[src/rtl/mrrs_pkg.sv]
// ---------------------------------------------------------------------------
// mrrs_pkg
// Shared codes and payload types of the motion record/replay sequencer.
// ---------------------------------------------------------------------------
`default_nettype none

package mrrs_pkg;

    localparam int ACTION_W  = 3;
    localparam int DIR_W     = 2;
    localparam int DRIVE_W   = 3;
    localparam int MODE_W    = 2;
    localparam int ENTRIES_W = 7;

    typedef logic [ACTION_W-1:0]  t_action;
    typedef logic [DIR_W-1:0]     t_dir;
    typedef logic [DRIVE_W-1:0]   t_drive;
    typedef logic [MODE_W-1:0]    t_mode;
    typedef logic [ENTRIES_W-1:0] t_entries;

    localparam t_action ACT_TICK       = 3'd0;
    localparam t_action ACT_BEGIN_REC  = 3'd1;
    localparam t_action ACT_RECORD     = 3'd2;
    localparam t_action ACT_STOP_MARK  = 3'd3;
    localparam t_action ACT_BEGIN_PLAY = 3'd4;

    localparam t_mode MODE_IDLE = 2'd0;
    localparam t_mode MODE_REC  = 2'd1;
    localparam t_mode MODE_PLAY = 2'd2;

    localparam t_drive DRIVE_STOP = 3'd4;

endpackage

`default_nettype wire

[src/rtl/mrrs_cmd_if.sv]
// ---------------------------------------------------------------------------
// mrrs_cmd_if
// Command channel: action code and direction, valid/ready handshake.
// ---------------------------------------------------------------------------
`default_nettype none

interface mrrs_cmd_if;
    import mrrs_pkg::*;

    logic    valid;
    logic    ready;
    t_action action;
    t_dir    direction;

    modport source (output valid, output action, output direction, input ready);
    modport sink   (input valid, input action, input direction, output ready);
endinterface

`default_nettype wire

[src/rtl/mrrs_res_if.sv]
// ---------------------------------------------------------------------------
// mrrs_res_if
// Result channel: drive, mode and store status, valid/ready handshake.
// ---------------------------------------------------------------------------
`default_nettype none

interface mrrs_res_if;
    import mrrs_pkg::*;

    logic     valid;
    logic     ready;
    t_drive   drive;
    t_mode    mode_now;
    t_entries stored_entries;
    logic     replay_done;
    logic     dropped;

    modport source (output valid, output drive, output mode_now, output stored_entries,
                    output replay_done, output dropped, input ready);
    modport sink   (input valid, input drive, input mode_now, input stored_entries,
                    input replay_done, input dropped, output ready);
endinterface

`default_nettype wire

[src/rtl/mrrs_store.sv]
// ---------------------------------------------------------------------------
// mrrs_store
// Direction and duration memories with one write port each and registered
// read ports for the current and the following entry.
// ---------------------------------------------------------------------------
`default_nettype none

module mrrs_store #(
    parameter int STORE_DEPTH = 64,
    parameter int TICK_BITS   = 16
) (
    input  wire logic                           i_clk,
    input  wire logic                           i_dir_we,
    input  wire logic                           i_dur_we,
    input  wire logic [$clog2(STORE_DEPTH)-1:0] i_waddr,
    input  wire mrrs_pkg::t_dir                 i_dir_wdata,
    input  wire logic [TICK_BITS-1:0]           i_dur_wdata,
    input  wire logic [$clog2(STORE_DEPTH)-1:0] i_cur_addr,
    input  wire logic [$clog2(STORE_DEPTH)-1:0] i_nxt_addr,
    output      logic [TICK_BITS-1:0]           o_cur_dur,
    output      mrrs_pkg::t_dir                 o_nxt_dir
);
    import mrrs_pkg::*;

    t_dir                 r_dir_mem [STORE_DEPTH];
    logic [TICK_BITS-1:0] r_dur_mem [STORE_DEPTH];

    always_ff @(posedge i_clk) begin
        if (i_dir_we) begin
            r_dir_mem[i_waddr] <= i_dir_wdata;
        end
        o_nxt_dir <= r_dir_mem[i_nxt_addr];
    end

    always_ff @(posedge i_clk) begin
        if (i_dur_we) begin
            r_dur_mem[i_waddr] <= i_dur_wdata;
        end
        o_cur_dur <= r_dur_mem[i_cur_addr];
    end

endmodule

`default_nettype wire

[src/rtl/motion_record_replay_sequencer.sv]
// ---------------------------------------------------------------------------
// motion_record_replay_sequencer
// Records direction commands with their tick durations and replays them.
// ---------------------------------------------------------------------------
// Takes one command per clock unless a stalled result holds the result
// register, and answers each with one result through that register in the
// cycle after it is taken. Each command is finished in the cycle it is
// taken. Replay reads the store through registered ports that are always
// addressed at the entry being played and the one after it, so the data
// is ready before the next tick arrives. The store needs no clearing
// after reset: only entries below the entry count are ever read.
`default_nettype none

module motion_record_replay_sequencer #(
    parameter int STORE_DEPTH = 64,
    parameter int TICK_BITS   = 16
) (
    input  wire logic  i_clk,
    input  wire logic  i_rst_n,
    mrrs_cmd_if.sink   i_cmd,
    mrrs_res_if.source o_res
);
    import mrrs_pkg::*;

    localparam int AW = $clog2(STORE_DEPTH);
    localparam int CW = $clog2(STORE_DEPTH + 1);
    localparam logic [CW-1:0]        DEPTH_C  = CW'(STORE_DEPTH);
    localparam logic [AW-1:0]        LAST_IDX = AW'(STORE_DEPTH - 1);
    localparam logic [TICK_BITS-1:0] TICK_MAX = '1;

    logic [CW-1:0]        r_entry_count, n_entry_count;
    logic [AW-1:0]        r_play_index, n_play_index;
    logic [TICK_BITS-1:0] r_tick, n_tick;
    t_mode                r_mode, n_mode;
    t_drive               r_drive, n_drive;
    t_dir                 r_dir0, n_dir0;

    logic     r_out_valid;
    t_drive   r_out_drive;
    t_mode    r_out_mode;
    t_entries r_out_entries;
    logic     r_out_done;
    logic     r_out_drop;

    logic                 w_accept;
    logic                 w_done;
    logic                 w_drop;
    logic                 w_dir_we;
    logic                 w_dur_we;
    logic [AW-1:0]        w_waddr;
    logic [TICK_BITS-1:0] w_dur_wdata;
    logic [TICK_BITS-1:0] w_tick_up;
    logic [CW-1:0]        w_play_inc;
    logic [CW-1:0]        w_last_entry;
    logic [AW-1:0]        w_nxt_addr;
    logic [TICK_BITS-1:0] w_cur_dur;
    t_dir                 w_nxt_dir;

    assign i_cmd.ready = !r_out_valid || o_res.ready;
    assign w_accept    = i_cmd.valid && i_cmd.ready;

    assign w_tick_up    = (r_tick == TICK_MAX) ? r_tick : r_tick + 1'b1;
    assign w_play_inc   = CW'(r_play_index) + 1'b1;
    assign w_last_entry = r_entry_count - 1'b1;

    always_comb begin
        n_entry_count = r_entry_count;
        n_play_index  = r_play_index;
        n_tick        = r_tick;
        n_mode        = r_mode;
        n_drive       = r_drive;
        n_dir0        = r_dir0;
        w_done        = 1'b0;
        w_drop        = 1'b0;
        w_dir_we      = 1'b0;
        w_dur_we      = 1'b0;
        w_waddr       = r_entry_count[AW-1:0];
        w_dur_wdata   = '0;

        if (w_accept) begin
            if (r_mode == MODE_PLAY) begin
                if (i_cmd.action == ACT_TICK) begin
                    if (r_tick >= w_cur_dur) begin
                        n_tick = '0;
                        if (w_play_inc >= r_entry_count) begin
                            n_drive       = DRIVE_STOP;
                            n_mode        = MODE_IDLE;
                            n_entry_count = '0;
                            n_play_index  = '0;
                            w_done        = 1'b1;
                        end else begin
                            n_play_index = r_play_index + 1'b1;
                            n_drive      = {1'b0, w_nxt_dir};
                        end
                    end else begin
                        n_tick = w_tick_up;
                    end
                end
            end else begin
                case (i_cmd.action)
                    ACT_TICK: begin
                        n_tick = w_tick_up;
                    end
                    ACT_BEGIN_REC: begin
                        n_mode = MODE_REC;
                        n_tick = '0;
                    end
                    ACT_RECORD: begin
                        if (r_mode == MODE_REC) begin
                            if (r_entry_count < DEPTH_C) begin
                                w_dir_we      = 1'b1;
                                w_dur_we      = 1'b1;
                                n_entry_count = r_entry_count + 1'b1;
                                n_tick        = '0;
                                if (r_entry_count == '0) begin
                                    n_dir0 = i_cmd.direction;
                                end
                            end else begin
                                w_drop = 1'b1;
                            end
                        end
                    end
                    ACT_STOP_MARK: begin
                        if (r_mode == MODE_REC && r_entry_count != '0) begin
                            w_dur_we    = 1'b1;
                            w_waddr     = w_last_entry[AW-1:0];
                            w_dur_wdata = r_tick;
                        end
                    end
                    ACT_BEGIN_PLAY: begin
                        if (r_entry_count == '0) begin
                            n_drive      = DRIVE_STOP;
                            n_mode       = MODE_IDLE;
                            n_play_index = '0;
                            n_tick       = '0;
                            w_done       = 1'b1;
                        end else begin
                            n_mode       = MODE_PLAY;
                            n_play_index = '0;
                            n_tick       = '0;
                            n_drive      = {1'b0, r_dir0};
                        end
                    end
                    default: begin
                    end
                endcase
            end
        end
    end

    // read ports follow the entry that will be current after this edge
    assign w_nxt_addr = (n_play_index == LAST_IDX) ? '0 : n_play_index + 1'b1;

    mrrs_store #(
        .STORE_DEPTH (STORE_DEPTH),
        .TICK_BITS   (TICK_BITS)
    ) u_store (
        .i_clk       (i_clk),
        .i_dir_we    (w_dir_we),
        .i_dur_we    (w_dur_we),
        .i_waddr     (w_waddr),
        .i_dir_wdata (i_cmd.direction),
        .i_dur_wdata (w_dur_wdata),
        .i_cur_addr  (n_play_index),
        .i_nxt_addr  (w_nxt_addr),
        .o_cur_dur   (w_cur_dur),
        .o_nxt_dir   (w_nxt_dir)
    );

    always_ff @(posedge i_clk) begin
        if (!i_rst_n) begin
            r_entry_count <= '0;
            r_play_index  <= '0;
            r_tick        <= '0;
            r_mode        <= MODE_IDLE;
            r_drive       <= DRIVE_STOP;
            r_dir0        <= '0;
            r_out_valid   <= 1'b0;
        end else begin
            r_entry_count <= n_entry_count;
            r_play_index  <= n_play_index;
            r_tick        <= n_tick;
            r_mode        <= n_mode;
            r_drive       <= n_drive;
            r_dir0        <= n_dir0;
            if (i_cmd.ready) begin
                r_out_valid <= i_cmd.valid;
            end
        end
    end

    always_ff @(posedge i_clk) begin
        if (w_accept) begin
            r_out_drive   <= n_drive;
            r_out_mode    <= n_mode;
            r_out_entries <= t_entries'(n_entry_count);
            r_out_done    <= w_done;
            r_out_drop    <= w_drop;
        end
    end

    assign o_res.valid          = r_out_valid;
    assign o_res.drive          = r_out_drive;
    assign o_res.mode_now       = r_out_mode;
    assign o_res.stored_entries = r_out_entries;
    assign o_res.replay_done    = r_out_done;
    assign o_res.dropped        = r_out_drop;

`ifndef ASSERT_OFF
    a_stop_outside_play: assert property (@(posedge i_clk) disable iff (!i_rst_n)
        (r_mode != MODE_PLAY) |-> (r_drive == DRIVE_STOP))
        else $error("drive not stopped outside replay");

    a_count_bound: assert property (@(posedge i_clk) disable iff (!i_rst_n)
        r_entry_count <= DEPTH_C)
        else $error("entry count beyond store depth");

    a_play_in_range: assert property (@(posedge i_clk) disable iff (!i_rst_n)
        (r_mode == MODE_PLAY) |-> (CW'(r_play_index) < r_entry_count))
        else $error("replay index beyond recorded entries");

    a_done_empties: assert property (@(posedge i_clk) disable iff (!i_rst_n)
        (w_accept && w_done) |=> (r_mode == MODE_IDLE && r_entry_count == '0
                                  && r_out_done && r_out_drive == DRIVE_STOP))
        else $error("replay end did not empty the store");

    a_full_drops: assert property (@(posedge i_clk) disable iff (!i_rst_n)
        (w_accept && r_mode == MODE_REC && i_cmd.action == ACT_RECORD
         && r_entry_count == DEPTH_C) |=> (r_out_drop && r_entry_count == DEPTH_C))
        else $error("direction into full store not flagged");
`endif

endmodule

`default_nettype wire

[src/flat_wrapper.sv]
// flat-port wrapper written by rule: the top's interface ports become plain ports
module motion_record_replay_sequencer_flat import mrrs_pkg::*;
#(
    parameter int STORE_DEPTH = 64,
    parameter int TICK_BITS   = 16
)
  (i_clk, i_rst_n, i_cmd_valid, i_cmd_action, i_cmd_direction, i_cmd_ready, o_res_valid, o_res_drive, o_res_mode_now, o_res_stored_entries, o_res_replay_done, o_res_dropped, o_res_ready);
  mrrs_cmd_if i_cmd_i ();
  mrrs_res_if o_res_i ();
  input  wire logic i_clk;
  input  wire logic i_rst_n;
  input wire logic [$bits(i_cmd_i.valid)-1:0] i_cmd_valid;
  input wire logic [$bits(i_cmd_i.action)-1:0] i_cmd_action;
  input wire logic [$bits(i_cmd_i.direction)-1:0] i_cmd_direction;
  output wire logic [$bits(i_cmd_i.ready)-1:0] i_cmd_ready;
  output wire logic [$bits(o_res_i.valid)-1:0] o_res_valid;
  output wire logic [$bits(o_res_i.drive)-1:0] o_res_drive;
  output wire logic [$bits(o_res_i.mode_now)-1:0] o_res_mode_now;
  output wire logic [$bits(o_res_i.stored_entries)-1:0] o_res_stored_entries;
  output wire logic [$bits(o_res_i.replay_done)-1:0] o_res_replay_done;
  output wire logic [$bits(o_res_i.dropped)-1:0] o_res_dropped;
  input wire logic [$bits(o_res_i.ready)-1:0] o_res_ready;
  assign i_cmd_i.valid = i_cmd_valid;
  assign i_cmd_i.action = i_cmd_action;
  assign i_cmd_i.direction = i_cmd_direction;
  assign i_cmd_ready = i_cmd_i.ready;
  assign o_res_valid = o_res_i.valid;
  assign o_res_drive = o_res_i.drive;
  assign o_res_mode_now = o_res_i.mode_now;
  assign o_res_stored_entries = o_res_i.stored_entries;
  assign o_res_replay_done = o_res_i.replay_done;
  assign o_res_dropped = o_res_i.dropped;
  assign o_res_i.ready = o_res_ready;
  motion_record_replay_sequencer #(.STORE_DEPTH(STORE_DEPTH), .TICK_BITS(TICK_BITS)) u_core (.i_clk(i_clk), .i_rst_n(i_rst_n), .i_cmd(i_cmd_i), .o_res(o_res_i));
endmodule
[config.mk]
export PLATFORM = sky130hd
export DESIGN_NAME = motion_record_replay_sequencer_flat
export DESIGN_NICKNAME = d
export VERILOG_FILES = /design/src/rtl/mrrs_pkg.sv /design/src/rtl/mrrs_cmd_if.sv /design/src/rtl/mrrs_res_if.sv /design/src/rtl/mrrs_store.sv /design/src/rtl/motion_record_replay_sequencer.sv /design/src/flat_wrapper.sv
export SDC_FILE = /design/constraint.sdc
export NUM_CORES = 2
export LEC_CHECK = 0
export ABC_AREA = 1
export BUFFER_PORTS_ARGS = -buffer_cell sky130_fd_sc_hd__buf_2
export CORE_UTILIZATION = 39
export DETAILED_ROUTE_END_ITERATION = 8
export HOLD_SLACK_MARGIN = 0.03
export PLACE_DENSITY = 0.64
export SYNTH_ARGS = -nofsm -noshare
export SYNTH_HDL_FRONTEND = slang
export SYNTH_HIERARCHICAL = 1
export SYNTH_SLANG_ARGS = --single-unit
[constraint.sdc]
create_clock -name i_clk -period 8.4 [get_ports i_clk]
set_input_delay 0.42 -clock i_clk [delete_from_list [all_inputs] [get_ports i_clk]]
set_output_delay 0.42 -clock i_clk [all_outputs]
set_load 0.02 [all_outputs]
==> summary.md <==
| Metric | Value |
|---|---|
| Status | `finished, final reports clean` |
| Post-synth top area share | `68.02%` |
| Max FO, Critical Path | `65` |
| Multi-input combinational cell area | `13590 um2` |
| Post-synth top cells | `nand2_1 (1579), edfxtp_1 (1166), nand3_1 (1011), nor3_1 (126), inv_1 (115)` |
| Leak | `about 0.021 uW` |
| Clock share of power | `between 40% and 50%` |
| GR Util All Layers | `20.63%` |
| Worst EP arrival | `6.31 ns` |
| Worst hold margin | `0.2679 ns` |
| Switch share | `19.58%` |
| Worst EP required | `9.08 ns` |
| Top cell by count, worst path | `nand3_1` |
| Die Width | `365.3 um` |
| DP Wirelength | `roughly 80 mm` |
| Critical Path Source | `u_core/r_play_index[2]` |
| CTS Buffer Depth | `3` |
| DR WL/cell | `between 20 and 25 um` |
| Storage element area | `between 30000 and 40000 um2` |
| Area delta synth->final | `11.24%` |
| Row count | `~130` |
| RSZ-0062 raised after global routing | `false` |
| Part of the power in registers | `55.6%` |
| Worst Tran Pin Value | `1.093 ns` |
| GPL Wtd Cong | `0.8810` |
| Grt met2 use | `33.59%` |
| Hold Startpoint | `i_cmd_action[0]` |
| CP Capture Type | `flip-flop` |
| Antenna violations before repair | `0` |
| Seq cells post-synth | `roughly 1.2k` |
| CTS tree | `yes` |
| Max-slew headroom | `between 20% and 30%` |
| Slowest stage cell, crit path | `inv_2` |
| HP Class | `in -> reg` |
| Via density per instance | `5.427` |
| Clock latency on the worst-skew pair | `0.76 ns` |
| Worst Setup Path Type | `reg -> reg` |
| Diode count | `0` |
| Setup TNS | `0 ns` |
| H-tree depth | `3` |
| Fmax | `177.5 MHz` |
| Total power draw | `11840 uW` |
| Crit start category | `flip-flop` |
| Gr ovfl total | `0` |
| Final net count | `around 4.6k` |
| Vias after detailed routing | `34.81k` |
| Ys Warns | `6` |
| DRC violations left | `0` |
| Synth area leaders | `edfxtp_1 (68%), nand2_1 (12%), nand3_1 (9.8%)` |
| Largest area contributor in the netlist | `edfxtp_1` |
| Drt first-iter violations | `between 3k and 4k` |
| Core Area | `130100 um2` |
| Vias in the first global route | `33.23k` |
| Most Used Layer, Global Route | `met2` |
| Max VDD drop | `0.1854 mV` |
| Sw Pwr | `2319 uW` |
| Period utilization | `67.06%` |
| Largest net degree at the start of global routing | `213` |
| Met3 Resource Use GR | `between 2 and 3%` |
| Max Cap Viol | `0` |
| Fin. max-slew vios | `0` |
| Cell area after layout | `57260 um2` |
| Ports | `25` |
| Clock-pin slew on the worst setup and hold paths | `0.06 ns` |
| Initial Utilization | `39.55%` |
| Clock Sinks | `1221` |
| Placed Area | `53490 um2` |
| Top-count cell post-synth | `nand2_1` |
| Comb power frac | `0.5%` |
| Endpoints failing setup | `0` |
| Die height | `365.3 um` |
| Syn Inst Count | `4591` |
| EDFF count, synth | `1166` |
| PD cells | `206.9 nW/um2` |
| Detailed-router iteration count before antenna repair | `6` |
| Max incr delay on CP | `roughly 0.8 ns` |
| Pint | `~9500 uW` |
| Critical R2R Launch | `u_core/r_play_index[2]` |
| Seq/Total Area, Yosys | `between 70% and 80%` |
| Synth async-reset ratio | `0%` |
| Clock Skew | `0.05498 ns` |
| Die area | `133400 um2` |
| Syn_nets | `4631` |
| Unique cell type count in the Yosys netlist | `45` |
| Antenna violation net count after detailed routing | `0` |
| Mean Syn Cell Area | `11.21 um2` |
| Hold Vio Cnt, Final | `0` |
| Routed WL | `138.7 mm` |
| Mapped Area | `51470 um2` |
| Port Buffer Count | `24` |
| CTS root buffer | `clkbuf_16` |
| Share of cells above drive strength 1 | `9.075%` |
| Fillers | `11.97k` |
| Most used DFF post-synth | `edfxtp_1` |
| First-pass GRT wire length | `208.1 mm` |
| Final min period | `5.633 ns` |
| Number of buffers created by CTS | `around 120` |
| Post-CTS resize count | `0` |
| M1 GR Usage | `28.00%` |
final timing paths:
path / end / slack [ns] / depth (start not counted)
worst min register to register: u_core/r_tick[15] / 0.49 / 2
worst max register to register: u_core/u_store/o_nxt_dir[0] / 2.77 / 30
worst min-delay path: u_core/o_res.mode_now[0] / 0.27 / 5
worst max-delay path: u_core/u_store/o_nxt_dir[0] / 2.77 / 30
cell families (layout without fill, tap and decap cells):
kind of cell	count (synthesis)	count (layout)	synth area share [%]
and+or+nand+nor	2844	2844	23.76
DFF	1221	1221	70.16
buffers and inverters	410	491	4.298
AOI/OAI and AO/OA	69	69	0.7536
adders and majority gates	31	31	0.7535
xor gates and xnor gates	16	16	0.2723
through the flow:
step / std cells / setup slack, ns / util [%]
after floorplan: 4591 / 4.544 / -
after global placement: 6203 / 3.050 / 41.10
after detailed placement: 6203 / 2.896 / 41.10
after CTS: 6414 / 2.853 / 43.99
after global routing: 6414 / 2.159 / 43.99
final: 6414 / 2.767 / 43.99
placed cells by master, fill, tap and decap left out, types with 7 or more instances in the layout:
cell / instances
clkbuf_16: 116
o21ai_0: 19
nand3_1: 1010
clkbuf_1: 25
nor2_1: 72
nor2_2: 9
nor3_2: 56
buf_2: 24
inv_2: 14
nand2_2: 7
edfxtp_1: 1166
clkinv_1: 26
ha_1: 31
nor3_1: 71
nor2_4: 19
xor2_1: 15
a21oi_1: 29
bufinv_16: 13
clkinv_2: 22
nand2_1: 1576
nand4_1: 7
buf_4: 118
dfxtp_1: 55
inv_1: 112
timing repair:
item	4_1_cts	5_1_grt
buffers inserted	0	0
hold endpoints to repair	7	0
hold buffers	2	0
power groups by stage:
stage | registers (uW) | clock network, uW | logic (uW)
floorplan | 6710 | 0 | 19.4
global placement | 6710 | 0 | 53.1
detailed placement | 6710 | 0 | 53.1
CTS | 6580 | 5280 | 53.9
global route | 6580 | 5500 | 59.2
finish | 6580 | 5210 | 53.6
final cells by class:
class,count,share of cell area (%)
sequential,1221,63.08
clock buffer,141,5.234
tap,1742,3.807
multi-input combinational,2960,23.73
timing repair buffer,147,1.897
clock inverter,68,1.316
inverter,135,0.9440
registers in the layout, summed over array words and instances, names as in the netlist:
signal                       count
u_core/r_dir0                    2
u_core/u_store/r_dir_mem       128
u_core/o_res.drive               3
u_core/u_store/o_cur_dur        16
u_core/o_res.mode_now            2
u_core/o_res.valid               1
u_core/r_entry_count             7
u_core/r_mode                    2
u_core/o_res.dropped             1
u_core/u_store/o_nxt_dir         2
u_core/o_res.replay_done         1
u_core/u_store/r_dur_mem      1024
u_core/r_drive                   3
u_core/o_res.stored_entries      7
u_core/r_play_index              6
u_core/r_tick                   16
per-layer routing:
metal / vias to the layer above / wire length (um)
met3: 235 / 11040
met4: 0 / 4627
met5: - / 0
met1: 17100 / 57430
li1: 15960 / -
met2: 1514 / 65580
worst max-delay path: cells and delay by family, from the launching register on:
family	cells	cell delay, ns
simple gates	23	3.04
buf+inv	4	1.22
fa+ha+maj	2	0.56
flops	1	0.43
xor+xnor	1	0.22
No activity file was read; power rests on OpenSTA's default activity.
